<file path="config.mk">
export PLATFORM = sky130hd
export DESIGN_NAME = arp_neighbor_cache_flat
export DESIGN_NICKNAME = d
export VERILOG_FILES = /design/src/design/arp_pkg.sv /design/src/design/arp_if.sv /design/src/design/arp_ram.sv /design/src/design/arp_cell.sv /design/src/design/arp_neighbor_cache.sv /design/src/flat_wrapper.sv
export SDC_FILE = /design/constraint.sdc
export NUM_CORES = 2
export LEC_CHECK = 0
export BUFFER_PORTS_ARGS = -buffer_cell sky130_fd_sc_hd__buf_2
export CORE_ASPECT_RATIO = 0.75
export CORE_MARGIN = 5
export CORE_UTILIZATION = 55
export CTS_CLUSTER_DIAMETER = 50
export DETAILED_ROUTE_END_ITERATION = 10
export PLACE_DENSITY_LB_ADDON = 0.08
export SLEW_MARGIN = 20
export SYNTH_ARGS = -nofsm -noshare
export SYNTH_HDL_FRONTEND = slang
export SYNTH_SLANG_ARGS = --single-unit
export TNS_END_PERCENT = 30
</file>
<file path="constraint.sdc">
create_clock -name clk -period 16.55 [get_ports clk]
set_input_delay 0.8275 -clock clk [delete_from_list [all_inputs] [get_ports clk]]
set_output_delay 0.8275 -clock clk [all_outputs]
set_load 0.05 [all_outputs]
</file>
<file path="src/design/arp_pkg.sv">
`default_nettype none
package arp_pkg;

	localparam int DEF_TABLE_ENTRIES = 8;
	localparam int DEF_QUEUE_DEPTH   = 4;
	localparam int MAX_RESULTS       = 32;

	// configuration register indexes and reset values
	localparam logic [1:0]  CFG_REACHABLE_TIME = 2'd0;
	localparam logic [1:0]  CFG_PROBE_INTERVAL = 2'd1;
	localparam logic [1:0]  CFG_PROBE_LIMIT    = 2'd2;
	localparam logic [31:0] RST_REACHABLE_TIME = 32'd60000;
	localparam logic [31:0] RST_PROBE_INTERVAL = 32'd1000;
	localparam logic [3:0]  RST_PROBE_LIMIT    = 4'd3;

	typedef enum logic [1:0] {
		SLOT_FREE       = 2'd0,
		SLOT_INCOMPLETE = 2'd1,
		SLOT_REACHABLE  = 2'd2
	} slot_state_t;

	typedef enum logic [1:0] {
		REQ_LEARN  = 2'd0,
		REQ_LOOKUP = 2'd1,
		REQ_SEND   = 2'd2,
		REQ_TICK   = 2'd3
	} req_kind_t;

	typedef enum logic [2:0] {
		RES_NONE     = 3'd0,
		RES_HIT      = 3'd1,
		RES_MISS     = 3'd2,
		RES_TRANSMIT = 3'd3,
		RES_PROBE    = 3'd4,
		RES_RELEASE  = 3'd5
	} res_kind_t;

	typedef enum logic [2:0] {
		OP_NONE   = 3'd0,
		OP_CREATE = 3'd1,
		OP_LEARN  = 3'd2,
		OP_QPUSH  = 3'd3,
		OP_PROBE  = 3'd4,
		OP_CLEAR  = 3'd5
	} cell_op_t;

	typedef enum logic [3:0] {
		ST_IDLE, ST_FIND, ST_EVICT, ST_EVDEC, ST_ACT, ST_SP, ST_LOOK,
		ST_LRN_RD, ST_LRN_EM, ST_TICK, ST_REL_RD, ST_REL_EM, ST_DONE
	} ctrl_state_t;

	// command broadcast along the cell row
	typedef struct packed {
		cell_op_t    op;
		logic [31:0] ip;
		logic [47:0] mac;
		logic [31:0] tval;
	} cell_cmd_t;

	typedef struct packed {
		slot_state_t state;
		logic [31:0] ip;
		logic [47:0] mac;
		logic [31:0] expiry;
		logic [31:0] last_probe;
		logic [3:0]  probe_count;
	} cell_view_t;

	// search flags passed from cell to cell
	typedef struct packed {
		logic hit;
		logic free;
	} find_t;

	typedef struct packed {
		res_kind_t   kind;
		logic [47:0] mac;
		logic [31:0] ip;
		logic [15:0] ether_type;
		logic [15:0] handle;
		logic [15:0] length;
	} result_t;

endpackage
`default_nettype wire

</file>
<file path="src/design/arp_if.sv">
`default_nettype none
interface arp_req_if;
	logic        valid;
	logic        ready;
	logic [1:0]  req_type;
	logic [31:0] ip_addr;
	logic [47:0] mac_addr;
	logic [15:0] ether_type;
	logic [15:0] buffer_handle;
	logic [15:0] packet_length;
	logic [31:0] time_ms;

	modport source(output valid, req_type, ip_addr, mac_addr, ether_type, buffer_handle,
		packet_length, time_ms, input ready);
	modport sink(input valid, req_type, ip_addr, mac_addr, ether_type, buffer_handle,
		packet_length, time_ms, output ready);
endinterface

interface arp_res_if;
	logic        valid;
	logic        ready;
	logic [2:0]  result_kind;
	logic [47:0] mac_out;
	logic [31:0] ip_out;
	logic [15:0] ether_type_out;
	logic [15:0] handle_out;
	logic [15:0] length_out;
	logic        last;

	modport source(output valid, result_kind, mac_out, ip_out, ether_type_out, handle_out,
		length_out, last, input ready);
	modport sink(input valid, result_kind, mac_out, ip_out, ether_type_out, handle_out,
		length_out, last, output ready);
endinterface
`default_nettype wire

</file>
<file path="src/design/arp_ram.sv">
`default_nettype none
module arp_ram #(
	parameter int WIDTH = 48,
	parameter int DEPTH = 32,
	localparam int AW = (DEPTH > 1) ? $clog2(DEPTH) : 1
) (
	input  wire logic             clk,
	input  wire logic             we,
	input  wire logic [AW-1:0]    waddr,
	input  wire logic [WIDTH-1:0] wdata,
	input  wire logic [AW-1:0]    raddr,
	output logic      [WIDTH-1:0] rdata
);
	logic [WIDTH-1:0] mem [DEPTH];

	always_ff @(posedge clk) begin
		if (we) begin
			mem[waddr] <= wdata;
		end
		rdata <= mem[raddr];
	end
endmodule
`default_nettype wire

</file>
<file path="src/design/arp_cell.sv">
`default_nettype none
module arp_cell #(
	parameter int TABLE_ENTRIES = arp_pkg::DEF_TABLE_ENTRIES,
	parameter int QUEUE_DEPTH   = arp_pkg::DEF_QUEUE_DEPTH,
	parameter int IDX           = 0,
	localparam int IW  = (TABLE_ENTRIES > 1) ? $clog2(TABLE_ENTRIES) : 1,
	localparam int QCW = $clog2(QUEUE_DEPTH + 1)
) (
	input  wire logic              clk,
	input  wire logic              arst_n,
	input  wire arp_pkg::cell_cmd_t cmd,
	input  wire logic [IW-1:0]     cmd_idx,
	input  wire arp_pkg::find_t    fnd_i,
	input  wire logic [IW-1:0]     hit_idx_i,
	input  wire logic [IW-1:0]     free_idx_i,
	output arp_pkg::find_t         fnd_o,
	output logic      [IW-1:0]     hit_idx_o,
	output logic      [IW-1:0]     free_idx_o,
	output arp_pkg::cell_view_t    view,
	output logic      [QCW-1:0]    qcount
);
	arp_pkg::slot_state_t state_q;
	logic [31:0]    ip_q;
	logic [47:0]    mac_q;
	logic [31:0]    exp_q;
	logic [31:0]    lp_q;
	logic [3:0]     pc_q;
	logic [QCW-1:0] qc_q;
	logic           sel;
	logic           my_hit;
	logic           my_free;

	assign sel = (cmd_idx == IW'(IDX));

	// search chain: the first matching cell wins
	assign my_hit  = (state_q != arp_pkg::SLOT_FREE) && (ip_q == cmd.ip);
	assign my_free = (state_q == arp_pkg::SLOT_FREE);
	assign fnd_o.hit  = fnd_i.hit | my_hit;
	assign fnd_o.free = fnd_i.free | my_free;
	assign hit_idx_o  = fnd_i.hit ? hit_idx_i : IW'(IDX);
	assign free_idx_o = fnd_i.free ? free_idx_i : IW'(IDX);

	assign view.state       = state_q;
	assign view.ip          = ip_q;
	assign view.mac         = mac_q;
	assign view.expiry      = exp_q;
	assign view.last_probe  = lp_q;
	assign view.probe_count = pc_q;
	assign qcount           = qc_q;

	// control state
	always_ff @(posedge clk or negedge arst_n) begin
		if (!arst_n) begin
			state_q <= arp_pkg::SLOT_FREE;
			pc_q    <= '0;
			qc_q    <= '0;
		end else if (sel) begin
			case (cmd.op)
				arp_pkg::OP_CREATE: begin
					state_q <= arp_pkg::SLOT_INCOMPLETE;
					pc_q    <= '0;
					qc_q    <= '0;
				end
				arp_pkg::OP_LEARN: begin
					state_q <= arp_pkg::SLOT_REACHABLE;
					if (state_q != arp_pkg::SLOT_REACHABLE) begin
						qc_q <= '0;
					end
				end
				arp_pkg::OP_QPUSH: qc_q <= qc_q + 1'b1;
				arp_pkg::OP_PROBE: pc_q <= pc_q + 1'b1;
				arp_pkg::OP_CLEAR: begin
					state_q <= arp_pkg::SLOT_FREE;
					pc_q    <= '0;
					qc_q    <= '0;
				end
				default: ;
			endcase
		end
	end

	// binding payload
	always_ff @(posedge clk) begin
		if (sel) begin
			case (cmd.op)
				arp_pkg::OP_CREATE: begin
					ip_q  <= cmd.ip;
					exp_q <= '0;
					lp_q  <= '0;
				end
				arp_pkg::OP_LEARN: begin
					mac_q <= cmd.mac;
					exp_q <= cmd.tval;
				end
				arp_pkg::OP_PROBE: lp_q <= cmd.tval;
				arp_pkg::OP_CLEAR: begin
					exp_q <= '0;
					lp_q  <= '0;
				end
				default: ;
			endcase
		end
	end

	a_qc_bound: assert property (@(posedge clk) disable iff (!arst_n)
		qc_q <= QCW'(QUEUE_DEPTH)) else $error("queue count past depth");
	a_free_empty: assert property (@(posedge clk) disable iff (!arst_n)
		state_q == arp_pkg::SLOT_FREE |-> qc_q == '0 && pc_q == '0)
		else $error("free slot holds queue or probe state");
endmodule
`default_nettype wire

</file>
<file path="src/design/arp_neighbor_cache.sv">
// Address-resolution neighbor cache.
// Requests arrive as beats on req (learn, lookup, send-or-queue, tick) and
// each produces one or more result beats on res; the final beat of a request
// carries last. A request with no event answers with one beat of kind none.
// Configuration registers are written through cfg_we/cfg_index/cfg_data; the
// user must write them only while the block is idle; the block does not enforce it.
// One request is worked at a time; req.ready is high only while idle.
// The eviction and tick scans visit one cell per cycle (the tick scan only
// while the result path can take a beat); each queued frame released is read
// from the one-read-port queue memory and then emitted.
// Results pass through a staging register and an output register, so a
// stalled receiver only holds the work once both are full; no beat is lost.
// Reset (arst_n low) frees all slots and loads default configuration; no
// memory clearing pass is needed.
`default_nettype none
module arp_neighbor_cache #(
	parameter int TABLE_ENTRIES = arp_pkg::DEF_TABLE_ENTRIES,
	parameter int QUEUE_DEPTH   = arp_pkg::DEF_QUEUE_DEPTH
) (
	input  wire logic        clk,
	input  wire logic        arst_n,
	arp_req_if.sink          req,
	arp_res_if.source        res,
	input  wire logic        cfg_we,
	input  wire logic [1:0]  cfg_index,
	input  wire logic [31:0] cfg_data
);
	localparam int IW  = (TABLE_ENTRIES > 1) ? $clog2(TABLE_ENTRIES) : 1;
	localparam int QCW = $clog2(QUEUE_DEPTH + 1);
	localparam int QD_ENTRIES = TABLE_ENTRIES * QUEUE_DEPTH;
	localparam int AW  = (QD_ENTRIES > 1) ? $clog2(QD_ENTRIES) : 1;
	localparam int NW  = $clog2(arp_pkg::MAX_RESULTS + 1);
	localparam logic [IW-1:0] LAST_IDX = IW'(TABLE_ENTRIES - 1);

	// configuration
	logic [31:0] rt_q, pi_q;
	logic [3:0]  pl_q;

	always_ff @(posedge clk or negedge arst_n) begin
		if (!arst_n) begin
			rt_q <= arp_pkg::RST_REACHABLE_TIME;
			pi_q <= arp_pkg::RST_PROBE_INTERVAL;
			pl_q <= arp_pkg::RST_PROBE_LIMIT;
		end else if (cfg_we) begin
			case (cfg_index)
				arp_pkg::CFG_REACHABLE_TIME: rt_q <= cfg_data;
				arp_pkg::CFG_PROBE_INTERVAL: pi_q <= cfg_data;
				arp_pkg::CFG_PROBE_LIMIT:    pl_q <= cfg_data[3:0];
				default: ;
			endcase
		end
	end

	arp_pkg::ctrl_state_t st_q, nxt;
	arp_pkg::req_kind_t   rk_q;
	logic [31:0] ip_q, now_q;
	logic [47:0] mac_q;
	logic [15:0] et_q, h_q, len_q;
	logic [IW-1:0]  s_q, s_d, i_q, i_d, best_q, best_d;
	logic [31:0]    bexp_q, bexp_d;
	logic           bv_q, bv_d;
	logic [QCW-1:0] q_q, q_d, cnt_q, cnt_d;
	logic [NW-1:0]  n_q, n_d;
	logic           acc;

	// result staging and output register
	arp_pkg::result_t pend_q, out_q, gen;
	logic pend_valid_q, out_valid_q, out_last_q;
	logic emit, done_push, can_push, emit_ok;

	// cell row
	arp_pkg::cell_cmd_t  cmd;
	logic [IW-1:0]       cmd_idx;
	arp_pkg::find_t      fnd [TABLE_ENTRIES+1];
	logic [IW-1:0]       hit_idx [TABLE_ENTRIES+1];
	logic [IW-1:0]       free_idx [TABLE_ENTRIES+1];
	arp_pkg::cell_view_t views [TABLE_ENTRIES];
	logic [QCW-1:0]      qcs [TABLE_ENTRIES];
	arp_pkg::cell_view_t view;
	logic [QCW-1:0]      qcv;
	logic [IW-1:0]       vidx;

	assign fnd[0]      = '0;
	assign hit_idx[0]  = '0;
	assign free_idx[0] = '0;

	for (genvar c = 0; c < TABLE_ENTRIES; c++) begin : g_cell
		arp_cell #(
			.TABLE_ENTRIES(TABLE_ENTRIES),
			.QUEUE_DEPTH(QUEUE_DEPTH),
			.IDX(c)
		) u_cell (
			.clk(clk), .arst_n(arst_n), .cmd(cmd), .cmd_idx(cmd_idx),
			.fnd_i(fnd[c]), .hit_idx_i(hit_idx[c]), .free_idx_i(free_idx[c]),
			.fnd_o(fnd[c+1]), .hit_idx_o(hit_idx[c+1]), .free_idx_o(free_idx[c+1]),
			.view(views[c]), .qcount(qcs[c])
		);
	end

	assign view = views[vidx];
	assign qcv  = qcs[vidx];

	// queued frames: {handle, ethertype, length}
	logic          wr_en;
	logic [AW-1:0] waddr, raddr;
	logic [47:0]   rdata;

	assign waddr = AW'(s_q) * AW'(QUEUE_DEPTH) + AW'(qcv);
	assign raddr = AW'(s_q) * AW'(QUEUE_DEPTH) + AW'(q_q);

	arp_ram #(.WIDTH(48), .DEPTH(QD_ENTRIES)) u_qram (
		.clk(clk), .we(wr_en), .waddr(waddr), .wdata({h_q, et_q, len_q}),
		.raddr(raddr), .rdata(rdata)
	);

	assign acc      = req.valid && req.ready;
	assign can_push = !out_valid_q || res.ready;
	assign emit_ok  = !pend_valid_q || can_push;
	assign req.ready = (st_q == arp_pkg::ST_IDLE);

	// time tests on wrapping signed differences
	logic [31:0] d_exp, d_lp, d_now_exp;
	logic        due, expired, retry, over;
	logic [NW:0] need_sum;

	assign d_exp     = view.expiry - bexp_q;
	assign d_lp      = now_q - view.last_probe;
	assign d_now_exp = now_q - view.expiry;
	assign due       = !d_lp[31] && (d_lp >= pi_q);
	assign expired   = !d_now_exp[31];
	assign retry     = view.probe_count < pl_q;
	assign need_sum  = {1'b0, n_q} + (retry ? (NW+1)'(1) : (NW+1)'(qcv));
	assign over      = need_sum > (NW+1)'(arp_pkg::MAX_RESULTS);

	// sequencer: next state, cell commands and result generation
	always_comb begin
		nxt       = st_q;
		s_d       = s_q;
		i_d       = i_q;
		best_d    = best_q;
		bexp_d    = bexp_q;
		bv_d      = bv_q;
		q_d       = q_q;
		cnt_d     = cnt_q;
		n_d       = n_q;
		cmd.op    = arp_pkg::OP_NONE;
		cmd.ip    = ip_q;
		cmd.mac   = mac_q;
		cmd.tval  = now_q;
		cmd_idx   = s_q;
		vidx      = s_q;
		emit      = 1'b0;
		gen       = '0;
		done_push = 1'b0;
		wr_en     = 1'b0;
		case (st_q)
			arp_pkg::ST_IDLE: begin
				if (acc) begin
					i_d = '0;
					n_d = '0;
					case (arp_pkg::req_kind_t'(req.req_type))
						arp_pkg::REQ_LOOKUP: nxt = arp_pkg::ST_LOOK;
						arp_pkg::REQ_TICK:   nxt = arp_pkg::ST_TICK;
						default:             nxt = arp_pkg::ST_FIND;
					endcase
				end
			end
			arp_pkg::ST_FIND: begin
				if (fnd[TABLE_ENTRIES].hit) begin
					s_d = hit_idx[TABLE_ENTRIES];
					nxt = arp_pkg::ST_ACT;
				end else if (fnd[TABLE_ENTRIES].free) begin
					s_d     = free_idx[TABLE_ENTRIES];
					cmd.op  = arp_pkg::OP_CREATE;
					cmd_idx = free_idx[TABLE_ENTRIES];
					nxt     = arp_pkg::ST_ACT;
				end else begin
					i_d  = '0;
					bv_d = 1'b0;
					nxt  = arp_pkg::ST_EVICT;
				end
			end
			arp_pkg::ST_EVICT: begin
				vidx = i_q;
				if (view.state == arp_pkg::SLOT_REACHABLE && (!bv_q || d_exp[31])) begin
					best_d = i_q;
					bexp_d = view.expiry;
					bv_d   = 1'b1;
				end
				if (i_q == LAST_IDX) begin
					nxt = arp_pkg::ST_EVDEC;
				end else begin
					i_d = i_q + 1'b1;
				end
			end
			arp_pkg::ST_EVDEC: begin
				if (bv_q) begin
					s_d     = best_q;
					cmd.op  = arp_pkg::OP_CREATE;
					cmd_idx = best_q;
					nxt     = arp_pkg::ST_ACT;
				end else if (rk_q == arp_pkg::REQ_LEARN) begin
					nxt = arp_pkg::ST_DONE;
				end else if (emit_ok) begin
					emit       = 1'b1;
					gen.kind   = arp_pkg::RES_RELEASE;
					gen.handle = h_q;
					nxt        = arp_pkg::ST_DONE;
				end
			end
			arp_pkg::ST_ACT: begin
				if (rk_q == arp_pkg::REQ_LEARN) begin
					cmd.op   = arp_pkg::OP_LEARN;
					cmd.tval = now_q + rt_q;
					cnt_d    = qcv;
					q_d      = '0;
					if (view.state != arp_pkg::SLOT_REACHABLE && qcv != '0) begin
						nxt = arp_pkg::ST_LRN_RD;
					end else begin
						nxt = arp_pkg::ST_DONE;
					end
				end else if (emit_ok) begin
					if (view.state == arp_pkg::SLOT_REACHABLE) begin
						emit           = 1'b1;
						gen.kind       = arp_pkg::RES_TRANSMIT;
						gen.mac        = view.mac;
						gen.ether_type = et_q;
						gen.handle     = h_q;
						gen.length     = len_q;
						nxt            = arp_pkg::ST_DONE;
					end else begin
						if (qcv < QCW'(QUEUE_DEPTH)) begin
							wr_en  = 1'b1;
							cmd.op = arp_pkg::OP_QPUSH;
						end else begin
							emit       = 1'b1;
							gen.kind   = arp_pkg::RES_RELEASE;
							gen.handle = h_q;
						end
						nxt = arp_pkg::ST_SP;
					end
				end
			end
			arp_pkg::ST_SP: begin
				if (view.probe_count != '0) begin
					nxt = arp_pkg::ST_DONE;
				end else if (emit_ok) begin
					emit     = 1'b1;
					gen.kind = arp_pkg::RES_PROBE;
					gen.ip   = ip_q;
					cmd.op   = arp_pkg::OP_PROBE;
					nxt      = arp_pkg::ST_DONE;
				end
			end
			arp_pkg::ST_LOOK: begin
				vidx = hit_idx[TABLE_ENTRIES];
				if (emit_ok) begin
					emit = 1'b1;
					if (fnd[TABLE_ENTRIES].hit && view.state == arp_pkg::SLOT_REACHABLE) begin
						gen.kind = arp_pkg::RES_HIT;
						gen.mac  = view.mac;
					end else begin
						gen.kind = arp_pkg::RES_MISS;
					end
					nxt = arp_pkg::ST_DONE;
				end
			end
			arp_pkg::ST_LRN_RD: nxt = arp_pkg::ST_LRN_EM;
			arp_pkg::ST_LRN_EM: begin
				if (emit_ok) begin
					emit           = 1'b1;
					gen.kind       = arp_pkg::RES_TRANSMIT;
					gen.mac        = mac_q;
					gen.handle     = rdata[47:32];
					gen.ether_type = rdata[31:16];
					gen.length     = rdata[15:0];
					q_d            = q_q + 1'b1;
					nxt = (q_d == cnt_q) ? arp_pkg::ST_DONE : arp_pkg::ST_LRN_RD;
				end
			end
			arp_pkg::ST_TICK: begin
				vidx    = i_q;
				cmd_idx = i_q;
				if (emit_ok) begin
					// default: move on to the next slot
					nxt = (i_q == LAST_IDX) ? arp_pkg::ST_DONE : arp_pkg::ST_TICK;
					if (i_q != LAST_IDX) begin
						i_d = i_q + 1'b1;
					end
					case (view.state)
						arp_pkg::SLOT_INCOMPLETE: begin
							if (due) begin
								if (over) begin
									nxt = arp_pkg::ST_DONE;
									i_d = i_q;
								end else if (retry) begin
									emit     = 1'b1;
									gen.kind = arp_pkg::RES_PROBE;
									gen.ip   = view.ip;
									cmd.op   = arp_pkg::OP_PROBE;
									n_d      = n_q + 1'b1;
								end else if (qcv == '0) begin
									cmd.op = arp_pkg::OP_CLEAR;
								end else begin
									s_d   = i_q;
									cnt_d = qcv;
									q_d   = '0;
									i_d   = i_q;
									nxt   = arp_pkg::ST_REL_RD;
								end
							end
						end
						arp_pkg::SLOT_REACHABLE: begin
							if (expired) begin
								cmd.op = arp_pkg::OP_CLEAR;
							end
						end
						default: ;
					endcase
				end
			end
			arp_pkg::ST_REL_RD: nxt = arp_pkg::ST_REL_EM;
			arp_pkg::ST_REL_EM: begin
				if (emit_ok) begin
					emit       = 1'b1;
					gen.kind   = arp_pkg::RES_RELEASE;
					gen.handle = rdata[47:32];
					n_d        = n_q + 1'b1;
					q_d        = q_q + 1'b1;
					if (q_d == cnt_q) begin
						cmd.op = arp_pkg::OP_CLEAR;
						if (i_q == LAST_IDX) begin
							nxt = arp_pkg::ST_DONE;
						end else begin
							i_d = i_q + 1'b1;
							nxt = arp_pkg::ST_TICK;
						end
					end else begin
						nxt = arp_pkg::ST_REL_RD;
					end
				end
			end
			arp_pkg::ST_DONE: begin
				if (can_push) begin
					done_push = 1'b1;
					nxt       = arp_pkg::ST_IDLE;
				end
			end
			default: nxt = arp_pkg::ST_IDLE;
		endcase
	end

	// state register and control counters
	always_ff @(posedge clk or negedge arst_n) begin
		if (!arst_n) begin
			st_q         <= arp_pkg::ST_IDLE;
			pend_valid_q <= 1'b0;
			out_valid_q  <= 1'b0;
			n_q          <= '0;
			bv_q         <= 1'b0;
		end else begin
			st_q <= nxt;
			n_q  <= n_d;
			bv_q <= bv_d;
			if (done_push) begin
				pend_valid_q <= 1'b0;
				out_valid_q  <= 1'b1;
			end else if (emit) begin
				pend_valid_q <= 1'b1;
				if (pend_valid_q) begin
					out_valid_q <= 1'b1;
				end else if (res.ready) begin
					out_valid_q <= 1'b0;
				end
			end else if (res.ready) begin
				out_valid_q <= 1'b0;
			end
		end
	end

	// request fields, scan registers and result payload
	always_ff @(posedge clk) begin
		s_q    <= s_d;
		i_q    <= i_d;
		best_q <= best_d;
		bexp_q <= bexp_d;
		q_q    <= q_d;
		cnt_q  <= cnt_d;
		if (acc) begin
			rk_q  <= arp_pkg::req_kind_t'(req.req_type);
			ip_q  <= req.ip_addr;
			mac_q <= req.mac_addr;
			et_q  <= req.ether_type;
			h_q   <= req.buffer_handle;
			len_q <= req.packet_length;
			now_q <= req.time_ms;
		end
		if (done_push) begin
			out_q      <= pend_valid_q ? pend_q : '0;
			out_last_q <= 1'b1;
		end else if (emit) begin
			pend_q <= gen;
			if (pend_valid_q) begin
				out_q      <= pend_q;
				out_last_q <= 1'b0;
			end
		end
	end

	assign res.valid          = out_valid_q;
	assign res.result_kind    = out_q.kind;
	assign res.mac_out        = out_q.mac;
	assign res.ip_out         = out_q.ip;
	assign res.ether_type_out = out_q.ether_type;
	assign res.handle_out     = out_q.handle;
	assign res.length_out     = out_q.length;
	assign res.last           = out_last_q;

	a_idle_no_pend: assert property (@(posedge clk) disable iff (!arst_n)
		st_q == arp_pkg::ST_IDLE |-> !pend_valid_q) else $error("staged beat left in idle");
	a_count_bound: assert property (@(posedge clk) disable iff (!arst_n)
		n_q <= NW'(arp_pkg::MAX_RESULTS)) else $error("result count past limit");
	a_accept_leaves_idle: assert property (@(posedge clk) disable iff (!arst_n)
		acc |=> st_q != arp_pkg::ST_IDLE) else $error("accepted request not worked");
endmodule
`default_nettype wire
</file>
<file path="src/flat_wrapper.sv">
// flat-port wrapper written by rule: the top's interface ports become plain ports
module arp_neighbor_cache_flat 
#(
	parameter int TABLE_ENTRIES = arp_pkg::DEF_TABLE_ENTRIES,
	parameter int QUEUE_DEPTH   = arp_pkg::DEF_QUEUE_DEPTH
)
  (clk, arst_n, cfg_we, cfg_index, cfg_data, req_valid, req_req_type, req_ip_addr, req_mac_addr, req_ether_type, req_buffer_handle, req_packet_length, req_time_ms, req_ready, res_valid, res_result_kind, res_mac_out, res_ip_out, res_ether_type_out, res_handle_out, res_length_out, res_last, res_ready);
  arp_req_if req_i ();
  arp_res_if res_i ();
  input  wire logic clk;
  input  wire logic arst_n;
  input  wire logic cfg_we;
  input  wire logic [1:0] cfg_index;
  input  wire logic [31:0] cfg_data;
  input wire logic [$bits(req_i.valid)-1:0] req_valid;
  input wire logic [$bits(req_i.req_type)-1:0] req_req_type;
  input wire logic [$bits(req_i.ip_addr)-1:0] req_ip_addr;
  input wire logic [$bits(req_i.mac_addr)-1:0] req_mac_addr;
  input wire logic [$bits(req_i.ether_type)-1:0] req_ether_type;
  input wire logic [$bits(req_i.buffer_handle)-1:0] req_buffer_handle;
  input wire logic [$bits(req_i.packet_length)-1:0] req_packet_length;
  input wire logic [$bits(req_i.time_ms)-1:0] req_time_ms;
  output wire logic [$bits(req_i.ready)-1:0] req_ready;
  output wire logic [$bits(res_i.valid)-1:0] res_valid;
  output wire logic [$bits(res_i.result_kind)-1:0] res_result_kind;
  output wire logic [$bits(res_i.mac_out)-1:0] res_mac_out;
  output wire logic [$bits(res_i.ip_out)-1:0] res_ip_out;
  output wire logic [$bits(res_i.ether_type_out)-1:0] res_ether_type_out;
  output wire logic [$bits(res_i.handle_out)-1:0] res_handle_out;
  output wire logic [$bits(res_i.length_out)-1:0] res_length_out;
  output wire logic [$bits(res_i.last)-1:0] res_last;
  input wire logic [$bits(res_i.ready)-1:0] res_ready;
  assign req_i.valid = req_valid;
  assign req_i.req_type = req_req_type;
  assign req_i.ip_addr = req_ip_addr;
  assign req_i.mac_addr = req_mac_addr;
  assign req_i.ether_type = req_ether_type;
  assign req_i.buffer_handle = req_buffer_handle;
  assign req_i.packet_length = req_packet_length;
  assign req_i.time_ms = req_time_ms;
  assign req_ready = req_i.ready;
  assign res_valid = res_i.valid;
  assign res_result_kind = res_i.result_kind;
  assign res_mac_out = res_i.mac_out;
  assign res_ip_out = res_i.ip_out;
  assign res_ether_type_out = res_i.ether_type_out;
  assign res_handle_out = res_i.handle_out;
  assign res_length_out = res_i.length_out;
  assign res_last = res_i.last;
  assign res_i.ready = res_ready;
  arp_neighbor_cache #(.TABLE_ENTRIES(TABLE_ENTRIES), .QUEUE_DEPTH(QUEUE_DEPTH)) u_core (.clk(clk), .arst_n(arst_n), .req(req_i), .res(res_i), .cfg_we(cfg_we), .cfg_index(cfg_index), .cfg_data(cfg_data));
endmodule
</file>
==> flow_summary.ini <==
[setup_path]
crit_top_cell = a21oi_1
worst_ep_arrival_time_ns = 14.68
max_stage_delay_ns = 0.93
crit_path_start_kind = flop
end_kind = flop
r2r_cells = 35
cpMaxStageDelayCell = a21oi_1
reg2reg_from = u_core.ip_q[25]$_DFFE_PP_
r2r_setup_slack_ns = 2.44
worstPathRequired_ns = 17.12
r2r_end = u_core.g_cell[0].u_cell.exp_q[14]$_DFFE_PP_
worstPathMaxFanout = 107
critical_path_class = flop to flop

[power_and_ir_drop]
p_int_w = 0.0191
p_sw_frac = 0.379
p_leak_nw = 53.3
peakVddDrop_mv = 0.252
combPwrFrac = 0.390
cellPowerDensity_nw_per_um2 = 197
switchingPower_w = 0.0116
share_seq_of_total_power = 0.361
p_clk_frac = 0.249

[floorplanning]
core_region_area_sq_um = 250000
rows = 159
initial_core_util = 0.553
die_h_microns = 445
pin_count = 335
die_w_microns = 590
fp.dieArea_sq_um = 262000

[global_route]
grt_remaining_overflow = 0
grt.total_usage = 0.290
grt_first_pass_wirelength_mm = 555
antenna_found_initial = 34
grt_max_degree = 186
grt_pass1_vias = 77800

[drt]
ant_nets = 0
via_count = 80600
dr.pass1.iters = 6
wl_per_cell_microns = 30.5
drc_errors = 0
wirelength_mm = 386
via_per_inst = 6.38
drt_iter0_drc = 10500

[worst_hold_path]
hold_class = input port to flop
hp-start = req_buffer_handle[13]
min_path_cells = 1
whs_endpoint = u_core.h_q[13]$_DFFE_PP_

[cells_and_area]
drive_gt1_frac = 0.189
design_area_sq_um = 156000
final_common_cell = edfxtp_1
layout_common_cells = edfxtp_1, nand2_1, mux4_2
syn_to_final_growth_pct = 12.3
nets = 9453

[clocking]
insertion_delay_ns = 0.88
post_cts_buffers = 0
root_buffer = clkbuf_16
clock_path_buffers = 4
cts.sinks = 3361
cts_made_buffers = 335
clkTransAtPathRegs_ns = 0.06
htreeDepth = 5
cts_tree = yes

[sta]
rsz0062_at_grt = no
worst_pin_slew_ns = 1.18
fin_crit_ns = 14.11
finalSetupViolCount = 0
relSlewSlack = 0.209
hold_violations = 0
skew_ns = 0.0383
timing.final.crit_share = 0.852
maxSlewViolCount = 0
setup_tns_ns = 0
max_clock_freq_mhz = 70.9

[place]
port-buffer-count = 334
dpl.hpwl_mm = 220
placed_area_sq_um = 145000
routabilityCongestion = 0.938

[yosys]
synth_seq_cells = 3361
seq_area_frac_synth = 0.720
netlist_area_sq_um = 139000
synth_nets = 9074
synthFlopType = edfxtp_1
synth_edf_count = 3159
avgSynthCellArea_sq_um = 16.0
ys_types = 99
synthCells = 8684
synthArstFlopShare = 0.0455
ys_warn_count = 0

[status]
status = finished clean

[flow_run]
maxCapViolations = 0
[layout make-up]
| class | instances | area (sq um) |
|---|---|---|
| multi-input cells | 4684 | 37000 |
| flip-flops and latches | 3361 | 99700 |
| fillers | 18200 | 94900 |
| repair buffers | 522 | 3200 |
| clock inverters | 179 | 1920 |
| diodes | 14 | 35.0 |
| clock buffers | 425 | 9010 |
| inverters | 159 | 604 |
| well taps | 3300 | 4130 |
[cell families after synthesis]
kind of cell | Yosys count | share of synthesized area
flip-flops | 3361 | 0.720
AND/OR/NAND/NOR | 2548 | 0.0847
AO/OA/AOI/OAI | 940 | 0.0457
multiplexers | 689 | 0.0943
buffers and inverters | 639 | 0.0184
XOR/XNOR | 318 | 0.0201
adder cells (fa/ha/maj) | 189 | 0.0172
[stage by stage]
stage / utilization / std cells / power [W] / hold slack (ns) / setup slack [ns]
3_5_place_dp: 0.577 / 12000 / 0.0231 / 0.463 / 3.02
2_1_floorplan: - / 8684 / 0.0193 / 0.457 / 1.91
5_1_grt: 0.621 / 12600 / 0.0322 / 0.0769 / 1.91
3_3_place_gp: 0.577 / 12000 / 0.0230 / 0.458 / 3.30
4_1_cts: 0.621 / 12600 / 0.0308 / 0.0504 / 2.92
6_report: 0.621 / 12600 / 0.0307 / 0.123 / 2.44
[worst max-delay path: cells and delay by family, from the launching register on]
| family | cells | cell delay (ns) |
|---|---|---|
| xor+xnor | 1 | 0.53 |
| fa+ha+maj | 2 | 0.68 |
| compound gates | 18 | 5.41 |
| simple gates | 10 | 4.58 |
| buf+inv | 4 | 1.51 |
| flops | 1 | 0.73 |
[what timing repair did]
action                                 CTS  global route
resized for setup                        0             0
hold buffers                             1             0
endpoints found under the hold margin   13             0
[cell usage after synthesis, drive strengths merged, types with 18 or more instances]
library cell	instances	area share
a21o	55	0.0030
a21oi	127	0.0047
a22o	57	0.0036
a311oi	116	0.0073
a31oi	198	0.0089
and2	35	0.0016
and3	187	0.0084
buf	116	0.0042
clkbuf	364	0.0099
dfrtp	138	0.025
dfxtp	49	0.0071
edfxtp	3159	0.68
ha	186	0.017
inv	158	0.0043
mux2	133	0.011
mux2i	76	0.0055
mux4	480	0.078
nand2	1421	0.039
nand2b	22	0.0010
nand3	279	0.010
nand4	63	0.0028
nor2	187	0.0051
nor2b	155	0.0070
nor3	37	0.0014
nor4	53	0.0024
o21ai	205	0.0074
o31ai	18	0.00098
or3	19	0.00086
or4	30	0.0017
xnor2	177	0.011
xor2	141	0.0089
[registers in the layout, indices dropped and copies added, names as in the netlist, 24 cells and up]
register	count
u_core.res.ip_out	32
u_core.g_cell.u_cell.pc_q	32
u_core.mac_q	48
u_core.pend_q	131
u_core.g_cell.u_cell.ip_q	256
u_core.ip_q	32
u_core.g_cell.u_cell.exp_q	256
u_core.g_cell.u_cell.qcount	24
u_core.bexp_q	32
u_core.pi_q	32
u_core.now_q	32
u_core.rt_q	32
u_core.res.mac_out	48
u_core.u_qram.rdata	48
u_core.g_cell.u_cell.mac_q	384
u_core.u_qram.mem	1536
u_core.g_cell.u_cell.lp_q	256
[routing by layer]
| metal | up-vias | track usage | part of all wire |
|---|---|---|---|
| met5 | - | 0 | 0.00016 |
| met4 | 8 | 0.0674 | 0.023 |
| met3 | 546 | 0.0540 | 0.096 |
| met2 | 4219 | 0.430 | 0.45 |
| met1 | 41600 | 0.452 | 0.43 |
| li1 | 34200 | - | - |
[power groups by stage]
stage | Sequential (W) | Combinational [W] | Clock [W]
finish | 0.0111 | 0.0120 | 0.00765
global route | 0.0111 | 0.0129 | 0.00815
CTS | 0.0111 | 0.0119 | 0.00777
detailed placement | 0.0112 | 0.0119 | 0
global placement | 0.0112 | 0.0117 | 0
floorplan | 0.0117 | 0.00761 | 0
[worst max-delay path by stage]
stage	from	endpoint	slack [ns]	cells after the start
final	u_core.ip_q[25]$_DFFE_PP_	u_core.g_cell[0].u_cell.exp_q[14]$_DFFE_PP_	2.44	35
after global routing	u_core.ip_q[12]$_DFFE_PP_	u_core.res.ip_out[5]$_DFFE_PP_	1.91	35
after CTS	u_core.ip_q[25]$_DFFE_PP_	u_core.res.mac_out[30]$_DFFE_PP_	2.92	34
after detailed placement	u_core.ip_q[25]$_DFFE_PP_	u_core.res.mac_out[31]$_DFFE_PP_	3.02	34
after global placement	u_core.ip_q[25]$_DFFE_PP_	u_core.g_cell[0].u_cell.exp_q[16]$_DFFE_PP_	3.30	36
after floorplan	u_core.ip_q[8]$_DFFE_PP_	u_core.res.ether_type_out[0]$_DFFE_PP_	1.91	43
Power figures use the tool's default switching activity.
